[src/rtl/core/hmf_pkg.sv]
// hmf_pkg: shared constants and types for the HID message fragmenter.
// Used by hmf_ctrl, hmf_datapath and hid_message_fragmenter. No dependencies.

package hmf_pkg;

    localparam int REPORT_BYTES = 64;
    localparam int MAX_MESSAGE  = 256;

    localparam int POS_W = $clog2(REPORT_BYTES);
    localparam int LEN_W = 9;
    localparam int SEQ_W = 7;
    localparam int HDR_W = 3;

    // last header byte index: init report (chan x4, cmd, len hi, len lo),
    // continuation report (chan x4, seq)
    localparam logic [HDR_W-1:0] HDR_INIT_LAST = 3'd6;
    localparam logic [HDR_W-1:0] HDR_CONT_LAST = 3'd4;

    localparam logic [HDR_W-1:0] HDR_CMD    = 3'd4;
    localparam logic [HDR_W-1:0] HDR_LEN_HI = 3'd5;

    // what the datapath loads into the output register this cycle
    localparam logic [2:0] EMIT_NONE = 3'd0;
    localparam logic [2:0] EMIT_ERR  = 3'd1;
    localparam logic [2:0] EMIT_HDR  = 3'd2;
    localparam logic [2:0] EMIT_DATA = 3'd3;
    localparam logic [2:0] EMIT_PAD  = 3'd4;

    typedef struct packed {
        logic       load;        // input beat accepted: capture data byte
        logic       start_msg;   // good first byte: latch header fields
        logic       start_cont;  // continuation report header begins
        logic [2:0] emit;
    } t_cmd;

    typedef struct packed {
        logic can_load;   // output register free this cycle
        logic active;     // message in progress
        logic pos_zero;   // next byte opens a report
        logic len_bad;    // incoming msg_len is zero or too long
        logic hdr_last;   // current header byte is the final one
        logic data_pad;   // emitting data ends message mid-report
        logic pos_eor;    // current byte closes a report
    } t_stat;

endpackage

[src/rtl/core/hid_message_fragmenter.sv]
// hid_message_fragmenter: top level; cuts a response message into 64-byte
// HID reports. Depends on hmf_pkg, hmf_ctrl and hmf_datapath.
//
// One input beat is taken at a time. Each accepted beat causes report bytes,
// which go out through the output register: a
// plain data byte gives one output beat, the byte that opens a report adds
// its header (7 bytes on the first report, 5 on later ones), and the final
// message byte adds zero padding up to the report end; a dropped beat gives
// no output. The pace is set by the single output register, which takes one
// byte per cycle while the output is not stalled. A first byte with a length of
// zero or above 256 gives a single error beat; other bytes arriving with no
// message open are dropped.

module hid_message_fragmenter (
    input  logic                      i_clk,
    input  logic                      i_rst_n,
    input  logic                      i_in_valid,
    output logic                      o_in_stall,
    input  logic                      i_first_of_message,
    input  logic [7:0]                i_data_byte,
    input  logic [hmf_pkg::LEN_W-1:0] i_msg_len,
    input  logic [31:0]               i_channel_id,
    input  logic [7:0]                i_command,
    output logic                      o_out_valid,
    input  logic                      i_out_stall,
    output logic [7:0]                o_report_byte,
    output logic                      o_end_of_report,
    output logic                      o_last,
    output logic                      o_length_error
);

    hmf_pkg::t_cmd  cmd;
    hmf_pkg::t_stat stat;

    hmf_ctrl u_ctrl (
        .i_clk              (i_clk),
        .i_rst_n            (i_rst_n),
        .i_in_valid         (i_in_valid),
        .i_first_of_message (i_first_of_message),
        .i_stat             (stat),
        .o_cmd              (cmd),
        .o_in_stall         (o_in_stall)
    );

    hmf_datapath u_datapath (
        .i_clk              (i_clk),
        .i_rst_n            (i_rst_n),
        .i_cmd              (cmd),
        .o_stat             (stat),
        .i_data_byte        (i_data_byte),
        .i_msg_len          (i_msg_len),
        .i_channel_id       (i_channel_id),
        .i_command          (i_command),
        .i_out_stall        (i_out_stall),
        .o_out_valid        (o_out_valid),
        .o_report_byte      (o_report_byte),
        .o_end_of_report    (o_end_of_report),
        .o_last             (o_last),
        .o_length_error     (o_length_error)
    );

endmodule

[src/rtl/core/hmf_ctrl.sv]
// hmf_ctrl: sequencer for the fragmenter; decides per input beat which
// bytes get emitted. Depends on hmf_pkg.

module hmf_ctrl (
    input  logic           i_clk,
    input  logic           i_rst_n,
    input  logic           i_in_valid,
    input  logic           i_first_of_message,
    input  hmf_pkg::t_stat i_stat,
    output hmf_pkg::t_cmd  o_cmd,
    output logic           o_in_stall
);

    localparam logic [2:0] S_IDLE = 3'd0;
    localparam logic [2:0] S_ERR  = 3'd1;
    localparam logic [2:0] S_HDR  = 3'd2;
    localparam logic [2:0] S_DATA = 3'd3;
    localparam logic [2:0] S_PAD  = 3'd4;

    logic [2:0] r_state;
    logic [2:0] n_state;

    always_ff @(posedge i_clk) begin
        if (!i_rst_n) begin
            r_state <= S_IDLE;
        end else begin
            r_state <= n_state;
        end
    end

    assign o_in_stall = (r_state != S_IDLE);

    always_comb begin
        n_state          = r_state;
        o_cmd            = '0;
        o_cmd.emit       = hmf_pkg::EMIT_NONE;
        unique case (r_state)
            S_IDLE: begin
                if (i_in_valid) begin
                    o_cmd.load = 1'b1;
                    if (i_first_of_message) begin
                        if (i_stat.len_bad) begin
                            n_state = S_ERR;
                        end else begin
                            o_cmd.start_msg = 1'b1;
                            n_state         = S_HDR;
                        end
                    end else if (i_stat.active) begin
                        if (i_stat.pos_zero) begin
                            o_cmd.start_cont = 1'b1;
                            n_state          = S_HDR;
                        end else begin
                            n_state = S_DATA;
                        end
                    end
                end
            end
            S_ERR: begin
                if (i_stat.can_load) begin
                    o_cmd.emit = hmf_pkg::EMIT_ERR;
                    n_state    = S_IDLE;
                end
            end
            S_HDR: begin
                if (i_stat.can_load) begin
                    o_cmd.emit = hmf_pkg::EMIT_HDR;
                    if (i_stat.hdr_last) n_state = S_DATA;
                end
            end
            S_DATA: begin
                if (i_stat.can_load) begin
                    o_cmd.emit = hmf_pkg::EMIT_DATA;
                    n_state    = i_stat.data_pad ? S_PAD : S_IDLE;
                end
            end
            S_PAD: begin
                if (i_stat.can_load) begin
                    o_cmd.emit = hmf_pkg::EMIT_PAD;
                    if (i_stat.pos_eor) n_state = S_IDLE;
                end
            end
            default: begin
                n_state = S_IDLE;
            end
        endcase
    end

endmodule

[src/rtl/core/hmf_datapath.sv]
// hmf_datapath: report position, sequence and length tracking, header byte
// select and the output register. Depends on hmf_pkg.

module hmf_datapath (
    input  logic                      i_clk,
    input  logic                      i_rst_n,
    input  hmf_pkg::t_cmd             i_cmd,
    output hmf_pkg::t_stat            o_stat,
    input  logic [7:0]                i_data_byte,
    input  logic [hmf_pkg::LEN_W-1:0] i_msg_len,
    input  logic [31:0]               i_channel_id,
    input  logic [7:0]                i_command,
    input  logic                      i_out_stall,
    output logic                      o_out_valid,
    output logic [7:0]                o_report_byte,
    output logic                      o_end_of_report,
    output logic                      o_last,
    output logic                      o_length_error
);

    logic [hmf_pkg::POS_W-1:0] r_pos;
    logic [hmf_pkg::SEQ_W-1:0] r_seq;
    logic [hmf_pkg::LEN_W-1:0] r_sent;
    logic [hmf_pkg::LEN_W-1:0] r_len;
    logic [31:0]               r_chan;
    logic [7:0]                r_cmd;
    logic [7:0]                r_data;
    logic [hmf_pkg::HDR_W-1:0] r_hidx;
    logic                      r_init_hdr;
    logic                      r_active;

    logic                      r_out_valid;
    logic [7:0]                r_out_byte;
    logic                      r_out_eor;
    logic                      r_out_last;
    logic                      r_out_err;

    logic                      eor;
    logic [hmf_pkg::POS_W-1:0] pos_inc;
    logic [hmf_pkg::LEN_W-1:0] sent_inc;
    logic                      msg_done;
    logic                      hdr_last;
    logic [7:0]                hdr_byte;
    logic                      emitting;

    assign eor      = (r_pos == hmf_pkg::POS_W'(hmf_pkg::REPORT_BYTES - 1));
    assign pos_inc  = eor ? '0 : r_pos + hmf_pkg::POS_W'(1);
    assign sent_inc = r_sent + hmf_pkg::LEN_W'(1);
    assign msg_done = (sent_inc >= r_len);
    assign hdr_last = r_init_hdr ? (r_hidx == hmf_pkg::HDR_INIT_LAST)
                                 : (r_hidx == hmf_pkg::HDR_CONT_LAST);
    assign emitting = (i_cmd.emit != hmf_pkg::EMIT_NONE);

    always_comb begin
        unique case (r_hidx)
            3'd0:    hdr_byte = r_chan[7:0];
            3'd1:    hdr_byte = r_chan[15:8];
            3'd2:    hdr_byte = r_chan[23:16];
            3'd3:    hdr_byte = r_chan[31:24];
            hmf_pkg::HDR_CMD:
                     hdr_byte = r_init_hdr ? r_cmd : {1'b0, r_seq};
            hmf_pkg::HDR_LEN_HI:
                     hdr_byte = 8'(r_len >> 8);
            default: hdr_byte = r_len[7:0];
        endcase
    end

    always_comb begin
        o_stat.can_load = !r_out_valid || !i_out_stall;
        o_stat.active   = r_active;
        o_stat.pos_zero = (r_pos == '0);
        o_stat.len_bad  = (i_msg_len == '0) ||
                          (i_msg_len > hmf_pkg::LEN_W'(hmf_pkg::MAX_MESSAGE));
        o_stat.hdr_last = hdr_last;
        o_stat.data_pad = msg_done && !eor;
        o_stat.pos_eor  = eor;
    end

    // message state
    always_ff @(posedge i_clk) begin
        if (!i_rst_n) begin
            r_pos      <= '0;
            r_seq      <= '0;
            r_sent     <= '0;
            r_hidx     <= '0;
            r_init_hdr <= 1'b0;
            r_active   <= 1'b0;
        end else begin
            if (i_cmd.start_msg) begin
                r_pos      <= '0;
                r_seq      <= '0;
                r_sent     <= '0;
                r_hidx     <= '0;
                r_init_hdr <= 1'b1;
                r_active   <= 1'b1;
            end else if (i_cmd.start_cont) begin
                r_hidx     <= '0;
                r_init_hdr <= 1'b0;
            end
            unique case (i_cmd.emit)
                hmf_pkg::EMIT_ERR: begin
                    r_pos    <= '0;
                    r_seq    <= '0;
                    r_sent   <= '0;
                    r_active <= 1'b0;
                end
                hmf_pkg::EMIT_HDR: begin
                    r_pos  <= pos_inc;
                    r_hidx <= r_hidx + hmf_pkg::HDR_W'(1);
                    if (!r_init_hdr && hdr_last) r_seq <= r_seq + hmf_pkg::SEQ_W'(1);
                end
                hmf_pkg::EMIT_DATA: begin
                    r_pos <= pos_inc;
                    if (msg_done) begin
                        r_sent   <= '0;
                        r_seq    <= '0;
                        r_active <= 1'b0;
                    end else begin
                        r_sent <= sent_inc;
                    end
                end
                hmf_pkg::EMIT_PAD: begin
                    r_pos <= pos_inc;
                end
                default: begin
                end
            endcase
        end
    end

    // captured beat fields
    always_ff @(posedge i_clk) begin
        if (i_cmd.load) r_data <= i_data_byte;
        if (i_cmd.start_msg) begin
            r_len  <= i_msg_len;
            r_chan <= i_channel_id;
            r_cmd  <= i_command;
        end
    end

    // output register
    always_ff @(posedge i_clk) begin
        if (!i_rst_n) begin
            r_out_valid <= 1'b0;
        end else if (emitting) begin
            r_out_valid <= 1'b1;
        end else if (!i_out_stall) begin
            r_out_valid <= 1'b0;
        end
    end

    always_ff @(posedge i_clk) begin
        unique case (i_cmd.emit)
            hmf_pkg::EMIT_ERR: begin
                r_out_byte <= 8'h00;
                r_out_eor  <= 1'b0;
                r_out_last <= 1'b1;
                r_out_err  <= 1'b1;
            end
            hmf_pkg::EMIT_HDR: begin
                r_out_byte <= hdr_byte;
                r_out_eor  <= eor;
                r_out_last <= 1'b0;
                r_out_err  <= 1'b0;
            end
            hmf_pkg::EMIT_DATA: begin
                r_out_byte <= r_data;
                r_out_eor  <= eor;
                r_out_last <= !msg_done || eor;
                r_out_err  <= 1'b0;
            end
            hmf_pkg::EMIT_PAD: begin
                r_out_byte <= 8'h00;
                r_out_eor  <= eor;
                r_out_last <= eor;
                r_out_err  <= 1'b0;
            end
            default: begin
            end
        endcase
    end

    assign o_out_valid     = r_out_valid;
    assign o_report_byte   = r_out_byte;
    assign o_end_of_report = r_out_eor;
    assign o_last          = r_out_last;
    assign o_length_error  = r_out_err;

    // sanity checks
    a_load_free: assert property (@(posedge i_clk) disable iff (!i_rst_n)
        emitting |-> (!r_out_valid || !i_out_stall))
        else $error("beat loaded over a stalled output");

    a_sent_below_len: assert property (@(posedge i_clk) disable iff (!i_rst_n)
        r_active |-> (r_sent < r_len))
        else $error("message byte count ran past length");

    a_hdr_active: assert property (@(posedge i_clk) disable iff (!i_rst_n)
        (i_cmd.emit == hmf_pkg::EMIT_HDR) |-> r_active)
        else $error("header byte outside a message");

    a_pad_idle: assert property (@(posedge i_clk) disable iff (!i_rst_n)
        (i_cmd.emit == hmf_pkg::EMIT_PAD) |-> (!r_active && r_pos != '0))
        else $error("padding while message still open");

    a_pos_range: assert property (@(posedge i_clk) disable iff (!i_rst_n)
        r_pos <= hmf_pkg::POS_W'(hmf_pkg::REPORT_BYTES - 1))
        else $error("report position out of range");

endmodule
[config.mk]
export PLATFORM = sky130hd
export DESIGN_NAME = hid_message_fragmenter
export DESIGN_NICKNAME = d
export VERILOG_FILES = /design/src/rtl/core/hmf_pkg.sv /design/src/rtl/core/hid_message_fragmenter.sv /design/src/rtl/core/hmf_ctrl.sv /design/src/rtl/core/hmf_datapath.sv
export SDC_FILE = /design/constraint.sdc
export NUM_CORES = 1
export LEC_CHECK = 0
export ABC_AREA = 1
export BUFFER_PORTS_ARGS = -buffer_cell sky130_fd_sc_hd__clkbuf_2
export CORE_AREA = 2 2 123 89
export DETAILED_ROUTE_END_ITERATION = 10
export DIE_AREA = 0 0 125 91
export MAX_ROUTING_LAYER = met4
export PLACE_DENSITY = 0.68
export SLEW_MARGIN = 20
export SYNTH_ARGS = -nofsm -noshare
export SYNTH_HDL_FRONTEND = slang
export SYNTH_SLANG_ARGS = --single-unit
[constraint.sdc]
create_clock -name i_clk -period 3.1 [get_ports i_clk]
set_input_delay 0.155 -clock i_clk [delete_from_list [all_inputs] [get_ports i_clk]]
set_output_delay 0.155 -clock i_clk [all_outputs]
set_load 0.1 [all_outputs]
==> results_dict.tcl <==
set metrics [dict create \
    status "finished clean" \
    clockRootBuffer "clkbuf_16" \
    ys_types 41 \
    multi_input_area_sq_um 1820 \
    worstMarginPinSlew_ns 0.800 \
    post-route-min-period_ns 2.46 \
    cp.arrival_ns 2.73 \
    place_area_sq_um 5310 \
    drt_iter0_drc 379 \
    routed_wl_microns 11800 \
    clk_latency_ns 0.35 \
    layout.nets 731 \
    vias 4067 \
    start_util_pct 47.3 \
    rrSetupSlack_ns 0.64 \
    synth-warning-count 0 \
    p_per_area_nw_per_um2 712 \
    dp_hpwl_microns 8180 \
    drtPass1Iterations 5 \
    drv_slew 0 \
    dp_slack_ns 0.667 \
    vias_per_cell 5.16 \
    cp.buffers_inverters 1 \
    syn_avg_cell_area_sq_um 9.22 \
    syn_to_final_growth_pct 27.6 \
    clockBufferDepth 2 \
    cp_cell_sequence "ha_1 -> nand3_1 -> nor3_1 -> xnor2_1 -> inv_1 -> ha_1 -> a21oi_1 -> o21a_1 -> nand3_2 -> nand2_2 -> nand2_1 -> a21oi_1" \
    critPathLaunchType "register" \
    antenna_found_initial 0 \
    internal-power_mw 2.56 \
    grt_setup_unrepaired "false" \
    critical_path_required_ns 3.37 \
    track_usage_pct 22.3 \
    mostFrequentLayoutCells "nand2_1 (136), clkbuf_2 (74), edfxtp_1 (68), inv_1 (61), dlygate4sd3_1 (54)" \
    holdCritStartpoint "i_msg_len[0]" \
    cap_violations 0 \
    pwr-share-clk_pct 24.8 \
    hold_path_depth 1 \
    die_area_sq_um 11400 \
    grt_first_pass_wirelength_microns 19200 \
    irDropWorstVdd_mv 0.730 \
    grt_max_degree 38 \
    synth_top_area_share_pct 42.5 \
    synth.largest_area_cell "edfxtp_1" \
    rows 31 \
    cellLeakagePower_nw 2.69 \
    synth_seq_cells 99 \
    crit_family "simple AND/OR/NAND/NOR gates" \
    hp-class "input port to register" \
    area.sequential_sq_um 2660 \
    rr_startpoint "u_datapath.r_sent[0]" \
    cts_sinks 99 \
    floorplan.io_pins 75 \
    drcViolationCount 0 \
    critPathKind "register to register" \
    syn_area_sq_um 4810 \
    fin_hold_ws_ns 0.0147 \
    path_clk_slew_ns 0.07 \
    antenna_cells 0 \
    fmax_mhz 407 \
    worst-path-max-fanout 7 \
    postSynthCellCount 521 \
    final_area_sq_um 6130 \
    setup_tns_ns 0 \
    seq_area_frac_synth_pct 55.4 \
    p_comb_share_pct 35.6 \
    hold_violations 0 \
    coreArea_sq_um 10200 \
    ant_nets 0 \
    hold_path_end "u_datapath.r_len[0]" \
    syn_nets 601 \
    layout.cells.non_filler 788 \
    overflow 0 \
    cts_tree "done" \
    switching_power_mw 1.81 \
    fin_ws_ns 0.641 \
    portBuffers 74 \
    slowest_delay_ns 0.42 \
    cts_buffers 9 \
    rr_worst_depth 12 \
    cp-end-kind "register" \
    setup_violations 0 \
    grt_pass1_vias 3917 \
    slew_headroom_pct 46.6 \
    gp_congestion 0.934 \
    nFillCells 830 \
    synth.area.top_cells "edfxtp_1 (42%), dfxtp_1 (13%), nand2_1 (11%)" \
    layout-drive-gt1-share_pct 19.1 \
    postCtsSetupRepairBufs 0 \
    htree_levels 3 \
    cpMaxStageDelayCell "dfxtp_1" \
    die_x_microns 125 \
    seqPwrFrac_pct 39.6 \
    worst_clock_skew_ns 0.00525 \
    fin_crit_sh_pct 79.3 \
    post_drt_wl_per_cell_microns 15.0 \
    dp_cells 718 \
    rr_endpoint "u_datapath.r_seq[0]" \
    die_y_microns 91 \
    power.share.switching_pct 41.4 \
    final_common_cell "nand2_1" \
]
-- synth_stat cells --
cell and n:
buf_2 3, nand2_4 1, o21ai_1 2, nor3_1 4
or2_2 1, nor3_2 1, a221oi_1 1, o221ai_1 1
a31oi_1 1, inv_4 1, nor3b_1 1, inv_2 5
o2111ai_1 1, o21a_1 1, o21ai_0 13, nand3_2 3
a21oi_2 1, nand2_2 9, nor2_2 4, buf_6 1
xnor2_1 2, nand4_1 5, nor2_1 29, or2_0 1
dfxtp_1 31, a21oi_4 1, o21ai_2 2, nor2_4 4
nand3_1 34, clkbuf_1 4, a31o_2 1, a21oi_1 49
buf_4 3, a22oi_1 4, o211ai_1 5, nand2_1 136
inv_1 61, xor2_1 7, edfxtp_1 68, ha_1 18
clkinv_1 1
-- layer usage --
metal | wire (microns) | vias to the layer above | global-route usage, %
met5 | 0 | - | -
met4 | 221 | 0 | 7.78
met1 | 5370 | 1889 | 30.3
li1 | - | 2001 | -
met3 | 938 | 23 | 4.66
met2 | 5320 | 154 | 33.6
-- area by class of cell --
cell class | count | share of cell area [%]
sequential | 99 | 43.4
multi-input combinational | 343 | 29.7
timing repair buffer | 130 | 15.3
inverter | 68 | 4.20
clock buffer | 9 | 3.67
tap | 132 | 2.69
clock inverter | 7 | 1.00
-- cell families (layout without fill, tap and decap cells) --
group / count (synthesis) / in the layout / synth area share, %
AOI/OAI and AO/OA: 83 / 83 / 9.97
xor gates and xnor gates: 9 / 9 / 1.64
adders and majority gates: 18 / 18 / 4.69
buffers and inverters: 79 / 214 / 6.69
DFF: 99 / 99 / 55.4
and+or+nand+nor: 233 / 233 / 21.6
-- flip-flops by register name, indices dropped and copies added (netlist names), 3 cells and up --
name	count
u_ctrl.r_state	3
u_datapath.o_report_byte	8
u_datapath.r_chan	32
u_datapath.r_cmd	8
u_datapath.r_data	8
u_datapath.r_hidx	3
u_datapath.r_len	9
u_datapath.r_pos	6
u_datapath.r_sent	9
u_datapath.r_seq	7
-- power groups by stage --
stage               registers (mW)  logic [mW]  clock network (mW)
finish                        1.73        1.55                1.09
global route                  1.74        1.68                1.14
CTS                           1.73        1.54                1.10
detailed placement            1.75        1.49                   0
global placement              1.76        1.46                   0
floorplan                     2.21       0.691                   0
-- how the worst max path moves through the flow --
stage | endpoint | start | slack, ns | depth (start not counted)
detailed placement | u_datapath.r_sent[5] | u_datapath.r_sent[0] | 0.67 | 12
global route | u_datapath.r_sent[6] | u_datapath.r_sent[0] | 0.41 | 12
finish | u_datapath.r_seq[0] | u_datapath.r_sent[0] | 0.64 | 12
floorplan | u_datapath.r_chan[0] | u_ctrl.r_state[2] | 0.74 | 6
CTS | u_datapath.r_sent[5] | u_datapath.r_sent[0] | 0.65 | 12
global placement | u_datapath.r_seq[2] | u_datapath.r_sent[0] | 0.79 | 12
-- per-stage QoR --
stage / utilization [%] / power, mW
final: 60.3 / 4.37
after global routing: 60.3 / 4.57
after CTS: 60.3 / 4.37
after detailed placement: 52.2 / 3.24
after global placement: 52.2 / 3.22
after floorplan: - / 2.90
-- repair_timing --
| item | in CTS | in global routing |
|---|---|---|
| hold buffers | 54 | 0 |
| hold endpoints to repair | 54 | 0 |
| resized for setup | 0 | 0 |
Note: power is estimated with default switching activity, not from simulation.
